`src/hw/rtl/esd_pkg.sv`:
```
// Shared types and character constants for the escape sequence decoder.
// No dependencies; esd_front, esd_back and the top level import this package.
`default_nettype none

package esd_pkg;

    // Character codes
    localparam logic [7:0] CH_BACKSLASH = 8'h5C;
    localparam logic [7:0] CH_X         = 8'h78;
    localparam logic [7:0] CH_PLUS      = 8'h2B;
    localparam logic [7:0] CH_MINUS     = 8'h2D;
    localparam logic [7:0] CH_SPACE     = 8'h20;
    localparam logic [7:0] CH_TAB       = 8'h09;
    localparam logic [7:0] CH_CR        = 8'h0D;
    localparam logic [7:0] CH_DIG_0     = 8'h30;
    localparam logic [7:0] CH_DIG_9     = 8'h39;
    localparam logic [7:0] CH_LC_A      = 8'h61;
    localparam logic [7:0] CH_LC_F      = 8'h66;
    localparam logic [7:0] CH_UC_A      = 8'h41;
    localparam logic [7:0] CH_UC_F      = 8'h46;

    // Default depth of the queue between front and back
    localparam int ESD_QUEUE_DEPTH = 4;

    // A classified byte as it travels from front to back
    typedef struct packed {
        logic [7:0] data;
        logic       last;
        logic       is_bs;
        logic       is_x;
        logic       is_ws;
        logic       is_plus;
        logic       is_minus;
        logic       is_hex;
        logic [3:0] hex_val;
    } t_cls;

endpackage

`default_nettype wire

```
`src/hw/rtl/esd_if.sv`:
```
// Stream interfaces for the escape sequence decoder: input bytes and decoded bytes.
// Valid/ready handshake; a transfer happens when both are high at a rising edge.
`default_nettype none

interface esd_in_if;
    logic       valid;
    logic       ready;
    logic [7:0] in_byte;
    logic       in_last;

    modport source (output valid, output in_byte, output in_last, input ready);
    modport sink   (input valid, input in_byte, input in_last, output ready);
endinterface

interface esd_out_if;
    logic       valid;
    logic       ready;
    logic [7:0] out_byte;
    logic       out_last;

    modport source (output valid, output out_byte, output out_last, input ready);
    modport sink   (input valid, input out_byte, input out_last, output ready);
endinterface

`default_nettype wire

```
`src/hw/rtl/esd_front.sv`:
```
// Front end: accepts input bytes, classifies them and holds them in a short queue.
// Depends on esd_pkg and esd_in_if.
`default_nettype none

module esd_front import esd_pkg::*; #(
    parameter int QUEUE_DEPTH = ESD_QUEUE_DEPTH
) (
    input  wire logic i_clk,
    input  wire logic i_rst_n,
    esd_in_if.sink    i_in,
    output t_cls      o_q_item,
    output logic      o_q_valid,
    input  wire logic i_q_pop
);

    localparam int PTR_W = (QUEUE_DEPTH > 1) ? $clog2(QUEUE_DEPTH) : 1;
    localparam int CNT_W = $clog2(QUEUE_DEPTH + 1);

    function automatic t_cls classify(input logic [7:0] b, input logic last);
        t_cls c;
        logic is_dig;
        logic is_let;
        is_dig     = (b >= CH_DIG_0) && (b <= CH_DIG_9);
        is_let     = ((b >= CH_LC_A) && (b <= CH_LC_F)) || ((b >= CH_UC_A) && (b <= CH_UC_F));
        c.data     = b;
        c.last     = last;
        c.is_bs    = (b == CH_BACKSLASH);
        c.is_x     = (b == CH_X);
        c.is_ws    = (b == CH_SPACE) || ((b >= CH_TAB) && (b <= CH_CR));
        c.is_plus  = (b == CH_PLUS);
        c.is_minus = (b == CH_MINUS);
        c.is_hex   = is_dig || is_let;
        // low nibble is the digit value; letters are offset by nine
        c.hex_val  = b[3:0] + (is_let ? 4'd9 : 4'd0);
        return c;
    endfunction

    t_cls             r_mem [QUEUE_DEPTH];
    logic [PTR_W-1:0] r_head, n_head;
    logic [PTR_W-1:0] r_tail, n_tail;
    logic [CNT_W-1:0] r_count, n_count;
    logic             push;

    assign i_in.ready = (r_count != CNT_W'(QUEUE_DEPTH));
    assign push       = i_in.valid && i_in.ready;
    assign o_q_valid  = (r_count != '0);
    assign o_q_item   = r_mem[r_head];

    always_comb begin
        n_head  = r_head;
        n_tail  = r_tail;
        n_count = r_count;
        if (push) begin
            n_tail = (r_tail == PTR_W'(QUEUE_DEPTH - 1)) ? '0 : r_tail + 1'b1;
        end
        if (i_q_pop) begin
            n_head = (r_head == PTR_W'(QUEUE_DEPTH - 1)) ? '0 : r_head + 1'b1;
        end
        if (push && !i_q_pop) begin
            n_count = r_count + 1'b1;
        end else if (!push && i_q_pop) begin
            n_count = r_count - 1'b1;
        end
    end

    always_ff @(posedge i_clk) begin
        if (!i_rst_n) begin
            r_head  <= '0;
            r_tail  <= '0;
            r_count <= '0;
        end else begin
            r_head  <= n_head;
            r_tail  <= n_tail;
            r_count <= n_count;
        end
    end

    always_ff @(posedge i_clk) begin
        if (push) begin
            r_mem[r_tail] <= classify(i_in.in_byte, i_in.in_last);
        end
    end

    a_no_pop_empty: assert property (@(posedge i_clk) disable iff (!i_rst_n)
        i_q_pop |-> (r_count != '0))
        else $error("queue popped while empty");

    a_count_range: assert property (@(posedge i_clk) disable iff (!i_rst_n)
        r_count <= CNT_W'(QUEUE_DEPTH))
        else $error("queue count beyond depth");

    a_push_pop_count: assert property (@(posedge i_clk) disable iff (!i_rst_n)
        (push && !i_q_pop) |=> (r_count == $past(r_count) + 1'b1))
        else $error("queue count lost a transfer");

endmodule

`default_nettype wire

```
`src/hw/rtl/esd_back.sv`:
```
// Back end: window of up to four classified bytes, escape resolution, output register.
// Depends on esd_pkg and esd_out_if; fed from the queue in esd_front.
`default_nettype none

module esd_back import esd_pkg::*; (
    input  wire logic i_clk,
    input  wire logic i_rst_n,
    input  wire t_cls i_q_item,
    input  wire logic i_q_valid,
    output logic      o_q_pop,
    esd_out_if.source o_out
);

    localparam int BUF_DEPTH = 4;
    localparam int BUF_IDX_W = 2;
    localparam int BUF_CNT_W = 3;
    typedef logic [BUF_CNT_W-1:0] t_bcnt;

    t_cls       r_buf [BUF_DEPTH];
    t_cls       n_buf [BUF_DEPTH];
    t_bcnt      r_cnt, n_cnt;
    logic       r_end, n_end;
    logic       r_out_valid;
    logic [7:0] r_out_byte;
    logic       r_out_last;

    // two-byte hex field of a \x escape
    logic       hex_ok;
    logic       hex_neg;
    logic [7:0] hex_mag;
    logic [7:0] hex_res;

    always_comb begin
        hex_ok  = 1'b0;
        hex_neg = 1'b0;
        hex_mag = '0;
        if (r_buf[2].is_ws) begin
            if (r_buf[3].is_hex) begin
                hex_ok  = 1'b1;
                hex_mag = {4'h0, r_buf[3].hex_val};
            end
        end else if (r_buf[2].is_plus || r_buf[2].is_minus) begin
            hex_neg = r_buf[2].is_minus;
            if (r_buf[3].is_hex) begin
                hex_ok  = 1'b1;
                hex_mag = {4'h0, r_buf[3].hex_val};
            end
        end else if (r_buf[2].is_hex) begin
            hex_ok  = 1'b1;
            hex_mag = r_buf[3].is_hex ? {r_buf[2].hex_val, r_buf[3].hex_val}
                                      : {4'h0, r_buf[2].hex_val};
        end
        hex_res = hex_neg ? (~hex_mag + 8'd1) : hex_mag;
    end

    logic       can_emit;
    t_bcnt      used;
    logic [7:0] emit_byte;
    logic       fire;
    t_bcnt      cnt_after;
    t_bcnt      src;
    logic       pull;

    // next decoded byte, if the window already settles it
    always_comb begin
        can_emit  = 1'b1;
        used      = t_bcnt'(1);
        emit_byte = r_buf[0].data;
        if (r_cnt == '0) begin
            can_emit = 1'b0;
        end else if (!r_buf[0].is_bs) begin
            can_emit = 1'b1;
        end else if (r_cnt < t_bcnt'(2)) begin
            can_emit = r_end;      // lone backslash: literal only at end of string
        end else if (r_buf[1].is_bs) begin
            used = t_bcnt'(2);
        end else if (r_buf[1].is_x) begin
            if (r_cnt < t_bcnt'(BUF_DEPTH)) begin
                can_emit = r_end;  // cut short: backslash goes out literally
            end else if (hex_ok) begin
                used      = t_bcnt'(BUF_DEPTH);
                emit_byte = hex_res;
            end
        end
    end

    assign fire      = can_emit && (!r_out_valid || o_out.ready);
    assign cnt_after = fire ? (r_cnt - used) : r_cnt;
    // next string only enters once the current one has left the window
    assign pull      = i_q_valid && (!r_end || (fire && (cnt_after == '0)))
                       && (cnt_after != t_bcnt'(BUF_DEPTH));
    assign o_q_pop   = pull;

    always_comb begin
        for (int i = 0; i < BUF_DEPTH; i++) begin
            n_buf[i] = r_buf[i];
            src      = t_bcnt'(i) + used;
            if (fire && (src < t_bcnt'(BUF_DEPTH))) begin
                n_buf[i] = r_buf[src[BUF_IDX_W-1:0]];
            end
        end
        if (pull) begin
            n_buf[cnt_after[BUF_IDX_W-1:0]] = i_q_item;
        end
        n_cnt = cnt_after + (pull ? t_bcnt'(1) : t_bcnt'(0));
        n_end = r_end;
        if (pull && i_q_item.last) begin
            n_end = 1'b1;
        end else if (fire && (cnt_after == '0)) begin
            n_end = 1'b0;
        end
    end

    always_ff @(posedge i_clk) begin
        if (!i_rst_n) begin
            r_cnt       <= '0;
            r_end       <= 1'b0;
            r_out_valid <= 1'b0;
        end else begin
            r_cnt <= n_cnt;
            r_end <= n_end;
            if (fire) begin
                r_out_valid <= 1'b1;
            end else if (o_out.ready) begin
                r_out_valid <= 1'b0;
            end
        end
    end

    always_ff @(posedge i_clk) begin
        for (int i = 0; i < BUF_DEPTH; i++) begin
            r_buf[i] <= n_buf[i];
        end
        if (fire) begin
            r_out_byte <= emit_byte;
            r_out_last <= r_end && (cnt_after == '0);
        end
    end

    assign o_out.valid    = r_out_valid;
    assign o_out.out_byte = r_out_byte;
    assign o_out.out_last = r_out_last;

    a_cnt_range: assert property (@(posedge i_clk) disable iff (!i_rst_n)
        r_cnt <= t_bcnt'(BUF_DEPTH))
        else $error("window count beyond depth");

    a_end_nonempty: assert property (@(posedge i_clk) disable iff (!i_rst_n)
        r_end |-> (r_cnt != '0))
        else $error("end of string flagged on an empty window");

    a_short_bs_at_end: assert property (@(posedge i_clk) disable iff (!i_rst_n)
        (fire && r_buf[0].is_bs && (used == t_bcnt'(1)) && r_buf[1].is_x
         && (r_cnt < t_bcnt'(BUF_DEPTH))) |-> r_end)
        else $error("escape resolved before its bytes arrived");

    a_hex_full_window: assert property (@(posedge i_clk) disable iff (!i_rst_n)
        (fire && (used == t_bcnt'(BUF_DEPTH))) |-> (r_cnt == t_bcnt'(BUF_DEPTH)))
        else $error("hex escape consumed a partial window");

endmodule

`default_nettype wire

```
`src/hw/rtl/escape_sequence_decoder.sv`:
```
// Top level of the backslash escape decoder: front end with queue, back end with window.
// Depends on esd_pkg, esd_if, esd_front and esd_back.
//
// The decoder takes escaped text one byte per transfer, with a last flag on the final
// byte of each string, and gives the decoded bytes with a last flag on the final decoded
// byte. "\\" becomes one backslash; "\x" and two more bytes become one byte, the two
// bytes read as base-16 text (leading whitespace, optional sign, hex digits up to the
// first non-digit, negative values wrapped to 8 bits). A failed or truncated escape
// sends the backslash out literally and rescans the bytes after it. Input is taken at
// one byte per cycle while the queue has room: the front end classifies each byte and
// parks it in a QUEUE_DEPTH-entry queue; the back end pulls one byte per cycle into a
// four-byte window when it has room and holds no finished string, and settles at most
// one decoded byte per cycle into its output register, so there is never more than one
// result per input byte and the queue absorbs short stalls. In the plain case a byte
// goes from the queue through the window into the output register; an escape resolves
// once its fourth byte is in the window, or once the string's last byte is there. Bytes
// the window holds back when a string ends are flushed one per cycle unless the output
// stalls, before the next string enters. Back-pressure on the output holds the window,
// while the queue keeps accepting until full. No clearing pass is needed after reset.
`default_nettype none

module escape_sequence_decoder import esd_pkg::*; #(
    parameter int QUEUE_DEPTH = ESD_QUEUE_DEPTH
) (
    input  wire logic i_clk,
    input  wire logic i_rst_n,
    esd_in_if.sink    i_in,
    esd_out_if.source o_out
);

    // classified bytes between front and back
    t_cls q_item;
    logic q_valid;
    logic q_pop;

    esd_front #(
        .QUEUE_DEPTH (QUEUE_DEPTH)
    ) u_front (
        .i_clk     (i_clk),
        .i_rst_n   (i_rst_n),
        .i_in      (i_in),
        .o_q_item  (q_item),
        .o_q_valid (q_valid),
        .i_q_pop   (q_pop)
    );

    esd_back u_back (
        .i_clk     (i_clk),
        .i_rst_n   (i_rst_n),
        .i_q_item  (q_item),
        .i_q_valid (q_valid),
        .o_q_pop   (q_pop),
        .o_out     (o_out)
    );

endmodule

`default_nettype wire
```
`src/flat_wrapper.sv`:
```
// flat-port wrapper written by rule: the top's interface ports become plain ports
module escape_sequence_decoder_flat import esd_pkg::*;
#(
    parameter int QUEUE_DEPTH = ESD_QUEUE_DEPTH
)
  (i_clk, i_rst_n, i_in_valid, i_in_in_byte, i_in_in_last, i_in_ready, o_out_valid, o_out_out_byte, o_out_out_last, o_out_ready);
  esd_in_if i_in_i ();
  esd_out_if o_out_i ();
  input  wire logic i_clk;
  input  wire logic i_rst_n;
  input wire logic [$bits(i_in_i.valid)-1:0] i_in_valid;
  input wire logic [$bits(i_in_i.in_byte)-1:0] i_in_in_byte;
  input wire logic [$bits(i_in_i.in_last)-1:0] i_in_in_last;
  output wire logic [$bits(i_in_i.ready)-1:0] i_in_ready;
  output wire logic [$bits(o_out_i.valid)-1:0] o_out_valid;
  output wire logic [$bits(o_out_i.out_byte)-1:0] o_out_out_byte;
  output wire logic [$bits(o_out_i.out_last)-1:0] o_out_out_last;
  input wire logic [$bits(o_out_i.ready)-1:0] o_out_ready;
  assign i_in_i.valid = i_in_valid;
  assign i_in_i.in_byte = i_in_in_byte;
  assign i_in_i.in_last = i_in_in_last;
  assign i_in_ready = i_in_i.ready;
  assign o_out_valid = o_out_i.valid;
  assign o_out_out_byte = o_out_i.out_byte;
  assign o_out_out_last = o_out_i.out_last;
  assign o_out_i.ready = o_out_ready;
  escape_sequence_decoder #(.QUEUE_DEPTH(QUEUE_DEPTH)) u_core (.i_clk(i_clk), .i_rst_n(i_rst_n), .i_in(i_in_i), .o_out(o_out_i));
endmodule
```
`config.mk`:
```
export PLATFORM = sky130hd
export DESIGN_NAME = escape_sequence_decoder_flat
export DESIGN_NICKNAME = d
export VERILOG_FILES = /design/src/hw/rtl/esd_pkg.sv /design/src/hw/rtl/esd_if.sv /design/src/hw/rtl/esd_front.sv /design/src/hw/rtl/esd_back.sv /design/src/hw/rtl/escape_sequence_decoder.sv /design/src/flat_wrapper.sv
export SDC_FILE = /design/constraint.sdc
export NUM_CORES = 1
export LEC_CHECK = 0
export ABC_AREA = 1
export BUFFER_PORTS_ARGS = -buffer_cell sky130_fd_sc_hd__buf_2
export CAP_MARGIN = 10
export CORE_MARGIN = 3
export CORE_UTILIZATION = 30
export CTS_CLUSTER_DIAMETER = 30
export DETAILED_ROUTE_END_ITERATION = 12
export MAX_ROUTING_LAYER = met4
export SYNTH_ARGS = -nofsm -noshare
export SYNTH_HDL_FRONTEND = slang
export SYNTH_SLANG_ARGS = --single-unit
export TNS_END_PERCENT = 10
```
`constraint.sdc`:
```
create_clock -name i_clk -period 3.9 [get_ports i_clk]
set_input_delay 0.78 -clock i_clk [delete_from_list [all_inputs] [get_ports i_clk]]
set_output_delay 0.78 -clock i_clk [all_outputs]
set_load 0.01 [all_outputs]
```
==> results of run 1 <==
-- placed cells by master, fill, tap and decap left out, types with 17 or more instances in the layout --
cell         n
o21ai_0    111
edfxtp_1    85
clkbuf_16   17
nor2_1      53
dfxtp_1     84
nand2_1    583
inv_1       71
a21oi_1     23
buf_4       28
buf_2       23
nand3_1    158
-- metrics by stage --
| step | instance area (um2) | power, W | worst slack, ns | hold WS (ns) | std cells |
|---|---|---|---|---|---|
| after floorplan | 9670 | 0.00687 | 0.0372 | 0.453 | 1363 |
| after global placement | 10200 | 0.00836 | 0.243 | 0.484 | 1747 |
| after detailed placement | 10200 | 0.00847 | 0.263 | 0.496 | 1747 |
| after CTS | 10800 | 0.0102 | 0.248 | 0.509 | 1779 |
| after global routing | 10800 | 0.0111 | 0.00240 | 0.547 | 1779 |
| final | 10800 | 0.0102 | 0.296 | 0.505 | 1779 |
-- sequential cells by signal, summed over array words and instances, names as in the netlist, named ones only --
signal                        count
u_core.u_front.r_mem             76
u_core.u_back.r_buf              72
u_core.u_back.o_out.out_byte      8
u_core.u_back.r_cnt               3
u_core.u_front.r_count            3
u_core.u_front.r_head             2
u_core.u_front.r_tail             2
u_core.u_back.o_out.out_last      1
u_core.u_back.o_out.valid         1
u_core.u_back.r_end               1
-- layer usage --
layer  wire, um  share of wire (%)  global-route usage [%]  vias to the layer above
li1           -                  -                       -                     4490
met5          0                  0                       -                        -
met1      12600                 45                    22.2                     4207
met2      13000                 46                    27.3                      314
met4        454                1.6                    4.95                        0
met3       2200                7.8                    3.48                       43
-- Yosys cell counts, drive strengths merged, types with 2 or more instances --
library cell  instances
a32oi                 7
nor4                  3
clkbuf               42
or2                   2
o21ai               114
o21a                  5
o41ai                 2
nor2                 66
a31oi                 3
clkinv                3
a21oi                24
dfxtp                86
nand4                 5
buf                  28
nand3               160
inv                  80
nand2               594
o22ai                12
a21boi                6
fa                    2
xnor2                 2
o211ai                5
edfxtp               85
nor3                  4
ha                   14
-- cell families (layout without fill, tap and decap cells) --
kind of cell               Yosys count  after routing  synth area share [%]
AOI/OAI and AO/OA                  182            182                  10.6
xor gates and xnor gates             3              3                 0.272
adders and majority gates           16             16                  2.23
buffers and inverters              153            167                  6.59
DFF                                171            171                  44.2
muxes                                1              1                 0.104
and+or+nand+nor                    837            837                  36.0
-- worst max-delay path, delay by kind of cell (launching register included) --
kind	cells	cell delay [ns]
AND/OR/NAND/NOR	11	1.21
AO/OA/AOI/OAI	4	0.47
buffers and inverters	4	0.29
flip-flops	1	0.33
adder cells (fa/ha/maj)	4	1.17
-- report_power, final --
part | leakage (nW) | switching [W] | internal (W) | total (W)
sequential | 1.49 | 0.000326 | 0.00245 | 0.00278
clock | 0.296 | 0.000871 | 0.000874 | 0.00175
combinational | 3.03 | 0.00399 | 0.00172 | 0.00571
-- layout make-up --
| type | count | area [um2] | share of cell area [%] |
|---|---|---|---|
| inverters | 83 | 313 | 2.89 |
| repair buffers | 52 | 345 | 3.19 |
| clock inverters | 15 | 189 | 1.74 |
| clock buffers | 17 | 425 | 3.93 |
| well taps | 402 | 503 | 4.64 |
| flip-flops and latches | 171 | 4280 | 39.5 |
| multi-input cells | 1039 | 4780 | 44.1 |
-- path summary, 6_finish.rpt --
kind	startpoint	to	slack, ns	cells past startpoint
hold / removal	u_core.u_front.r_count[2]	u_core.u_front.r_count[2]	0.51	2
setup reg to reg	u_core.u_back.r_buf[2][7]	u_core.u_front.r_count[2]	0.30	23
hold reg to reg	u_core.u_front.r_count[2]	u_core.u_front.r_count[2]	0.51	2
setup / recovery	u_core.u_back.r_buf[2][7]	u_core.u_front.r_count[2]	0.30	23
==> results.cfg, run 1 <==
[status]
status = finished, final reports clean

[drt]
routed-via-count = 9054
ant_nets = 0
first_iter_violations = 812
avgViaCountPerCell = 5.09
totalWireLength_um = 28300
drc = 0
wl_per_cell_um = 15.9
firstDrtPassIters = 5

[logic_synthesis]
synthFlopType = dfxtp_1
async_flop_share_pct = 0
synth_fp_nets = 1392
seq_area_frac_synth_pct = 44.2
synth_edf_count = 85
synthTopCellsByArea = edfxtp_1, nand2_1, dfxtp_1
yosysWarnings = 0
yosysTopAreaCell = edfxtp_1
post_synth_num_cell_types = 47
ys_ff_latch = 171
synthCells = 1363
syn_area_per_cell_um2 = 7.09
synth_area_um2 = 9660
synth_top_area_share_pct = 26.4

[die]
initial_core_util_pct = 30.5
core_um2 = 31600
fp.dieW_um = 185
rows = 65
dieArea_um2 = 34400
die_h_um = 185
io_pins = 24

[clock_network]
clock-sinks = 171
ctsRootBufferMaster = clkbuf_16
clkTransAtPathRegs_ns = 0.07
postCtsSetupBuffers = 0
cts_made_buffers = 17
cts_tree = built
cts_buffer_depth = 2
cts_resized = 0
worstSkewPairLatency_ns = 0.44
hold_buffers = 0
cts_htree_levels = 4

[pwr]
powerDensity_nw_per_um2 = 945
peakVddDrop_mv = 0.620
p_leak_nw = 4.81

[finish]
nets = 1393
num_antenna_cells = 0
fill_cells = 3305
postLayoutCoreUtil_pct = 34.2
drive_above_1_share_pct = 9.15
area_delta_synth_final_pct = 12.1

[sta]
period_share_pct = 92.4
rsz0062_at_grt = false
clock.fmax_mhz = 277
hold_viol = 0
layout_min_cycle_time_ns = 3.60
setup_viol = 0
skew_ns = 0.00933
worst_slew_pin_slew_ns = 0.968
relSlewSlack_pct = 35.4
final.setup.tns_ns = 0
report.final.slew_viol_count = 0

[worst_hold_path]
hold_class = reg2reg

[setup_path]
crit_chain = inv_1 > nand3_2 > nand2_1 > nor2_4 > nand2_2 > nand2_2 > clkinv_2 > ha_1 > fa_1 > inv_1 > nand4_1 > nand2_4 > nor2_8 > nand4_1 > nand2_2 > nand2_4 > ha_1 > inv_1 > fa_1 > a21oi_1 > o21ai_0 > o21ai_0 > a21oi_1
cp-start-kind = register
slowest_delay_ns = 0.43
worst_path_max_delay_cell = fa_1
crit_fanout = 9
cp.required_ns = 4.23
crit_type = reg2reg
crit_arrival_ns = 3.93
worstSetupEndpointType = register

[global_route]
grt_pass1_wl_um = 44600
antenna_found_initial = 0
grt_pass1_vias = 8201
grt_overflow = 0
grt_max_degree = 80
grt_usage_pct = 17.1

[place]
io_buffers = 23
post-dp-hpwl_um = 17400
place.gp.congestion = 0.863

[job]
cap_violations = 0
Power figures use the tool's default switching activity.
==> run 2, diff against run 1 <==
--- a/config.mk
+++ b/config.mk
@@ -15,5 +15,6 @@
 export MAX_ROUTING_LAYER = met4
 export SYNTH_ARGS = -nofsm -noshare
 export SYNTH_HDL_FRONTEND = slang
+export SYNTH_HIERARCHICAL = 1
 export SYNTH_SLANG_ARGS = --single-unit
 export TNS_END_PERCENT = 10
==> run 2 against run 1 <==
Synthesized cell count fell by 18%. Routed wire length shrank 22%. Synthesized area decreased by 6.8%. Critical path depth shrank 2. Largest power group unchanged. Highest routed layer unchanged.
==> results.cfg, run 2 <==
[status]
status = finished, final reports clean

[clock_network]
cts_htree_levels = 4
cts_buffer_depth = 2
cts_made_buffers = 17
clock-sinks = 171
cts_tree = built
ctsRootBufferMaster = clkbuf_16
clkTransAtPathRegs_ns = 0.08
worstSkewPairLatency_ns = 0.44

[pwr]
p_seq_share_pct = 31.4
p_leak_nw = 4.12
p_comb_share_pct = 49.7
powerDensity_nw_per_um2 = 901
peakVddDrop_mv = 0.361
p_switching_w = 0.00411
p_int_w = 0.00493
power.total_w = 0.00903
p_sw_share_pct = 45.5
clock_power_share_pct = 18.9

[sta]
hold_viol = 0
layout_min_cycle_time_ns = 3.55
clock.fmax_mhz = 282
final.setup.tns_ns = 0
report.final.slew_viol_count = 0
worst_slew_pin_slew_ns = 0.837
rsz0062_at_grt = false
setup_viol = 0
skew_ns = 0.0169
layout_setup_ws_ns = 0.352
relSlewSlack_pct = 44.2
period_share_pct = 91.0

[place]
post-dp-hpwl_um = 13900
io_buffers = 23
dp_slack_ns = 0.264
place.gp.congestion = 0.865
place_inst = 1488
place_area_um2 = 9400

[finish]
fill_cells = 3059
finalNonFillerCells = 1523
regMostFlops = u_core/u_front/r_mem
num_antenna_cells = 0
largest_reg_flops = 76
nets = 1155
seq_area_um2 = 4280
mostFrequentLayoutCells = nand2_1, o21ai_0, inv_1
area_delta_synth_final_pct = 11.4
layout_commonest_cell = nand2_1
drive_above_1_share_pct = 13.4
multi_input_area_um2 = 3850
final_area_um2 = 10000

[setup_path]
r2r_cells = 21
r2r_start = u_core/u_back/r_buf[2][6]
crit_fanout = 6
worstSetupEndpointType = register
r2r_slack_ns = 0.35
crit_type = reg2reg
crit_arrival_ns = 3.87
cp.required_ns = 4.22
slowest_delay_ns = 0.48
cp-start-kind = register
crit_chain = nor2_4 > nand2_4 > nand2_4 > nand3_4 > nand2_1 > inv_2 > ha_1 > fa_1 > inv_1 > nand4_1 > nand2_2 > nor2_4 > nand4_2 > nand2_4 > and3_4 > inv_1 > ha_1 > inv_1 > fa_1 > o21ai_0 > a21oi_1
worst_path_max_delay_cell = fa_1
r2r_end = u_core/u_front/r_count[1]

[logic_synthesis]
seq_area_frac_synth_pct = 47.5
yosysTopAreaCell = edfxtp_1
synth_area_um2 = 9000
synthFlopType = dfxtp_1
synthTopCellsByArea = edfxtp_1, dfxtp_1, nand2_1
post_synth_num_cell_types = 43
ys_ff_latch = 171
syn_area_per_cell_um2 = 8.02
synth_common_cells = nand2_1, o21ai_0, inv_1, nor2_1, dfxtp_1
synth_top_area_share_pct = 28.3
yosysWarnings = 6
yosysMostFrequentCell = nand2_1
synth_fp_nets = 1151
async_flop_share_pct = 0
synth_edf_count = 85
synthCells = 1122

[drt]
first_iter_violations = 633
avgViaCountPerCell = 4.84
routed-via-count = 7374
drc = 0
wl_per_cell_um = 14.5
firstDrtPassIters = 5
totalWireLength_um = 22100
ant_nets = 0

[global_route]
grt_pass1_wl_um = 35600
grt_usage_pct = 14.6
grt_max_degree = 56
grt_pass1_vias = 6806
grt_overflow = 0
antenna_found_initial = 0

[die]
die_h_um = 179
rows = 62
initial_core_util_pct = 30.9
core_um2 = 29200
io_pins = 24
dieArea_um2 = 32100
fp.dieW_um = 179

[worst_hold_path]
hold_class = reg2reg
hold_start = u_core/u_front/r_tail[0]
holdPathEnd = u_core/u_front/r_tail[0]
hold_depth = 2

[job]
cap_violations = 0
==> run 2: worst max-delay path: cells and delay by family (launching register included) <==
kind	cells	cell delay, ns
and+or+nand+nor	11	1.35
adders and majority gates	4	1.27
DFF	1	0.37
buffers and inverters	4	0.24
AOI/OAI and AO/OA	2	0.21
==> run 2: kinds of logic after synthesis <==
| logic type | synth area share [%] |
|---|---|
| AO/OA/AOI/OAI | 18.3 |
| XOR/XNOR | 0.292 |
| adder cells (fa/ha/maj) | 2.39 |
| buffers and inverters | 9.96 |
| flip-flops | 47.5 |
| multiplexers | 0.111 |
| AND/OR/NAND/NOR | 21.5 |
==> run 2: layout make-up <==
cell class                      instances  area share [%]
Clock buffer                           17            4.24
Inverter                              146            5.46
Timing Repair Buffer                   43            2.77
Tap cell                              384            4.79
Clock inverter                         15            1.76
Multi-Input combinational cell        747            38.4
Sequential cell                       171            42.6
==> run 2: what timing repair did <==
item / 4_1_cts / 5_1_grt
hold buffers: 0 / 0
endpoints found under the setup margin: 0 / 2
resized for setup: 0 / 2
buffers inserted: 0 / 3
hold endpoints to repair: 0 / 0
==> run 2: power by group through the flow <==
| stage | clock network [W] | registers, W | logic (W) |
|---|---|---|---|
| 2_1_floorplan | 0 | 0.00281 | 0.00351 |
| 3_3_place_gp | 0 | 0.00286 | 0.00435 |
| 3_5_place_dp | 0 | 0.00286 | 0.00444 |
| 4_1_cts | 0.00175 | 0.00283 | 0.00445 |
| 5_1_grt | 0.00184 | 0.00289 | 0.00514 |
| 6_report | 0.00171 | 0.00283 | 0.00449 |
==> run 2: how the worst max path moves through the flow <==
stage / depth (start not counted) / to / slack (ns) / startpoint
2_1_floorplan: 22 / u_core/u_front/r_count[1] / 0.31 / u_core/u_back/r_buf[2][5]
4_1_cts: 21 / u_core/u_front/r_count[1] / 0.26 / u_core/u_back/r_buf[2][5]
5_1_grt: 21 / u_core/u_front/r_count[1] / 0.05 / u_core/u_back/r_buf[2][6]
3_5_place_dp: 21 / u_core/u_front/r_count[1] / 0.26 / u_core/u_back/r_buf[2][5]
6_report: 21 / u_core/u_front/r_count[1] / 0.35 / u_core/u_back/r_buf[2][6]
3_3_place_gp: 21 / u_core/u_front/r_count[1] / 0.37 / u_core/u_back/r_buf[2][5]
==> run 2: stage by stage <==
| stage | utilization, % | hold slack, ns |
|---|---|---|
| after floorplan | - | 0.494 |
| after global placement | 32.2 | 0.515 |
| after detailed placement | 32.2 | 0.522 |
| after CTS | 34.3 | 0.533 |
| after global routing | 34.4 | 0.556 |
| final | 34.4 | 0.531 |
==> run 2: layer usage <==
layer	up-vias	global-route usage, %	share of wire, %
li1	3752	-	-
met5	-	-	0
met3	19	2.90	4.7
met2	179	23.0	45
met1	3424	19.1	48
met4	0	4.19	1.4
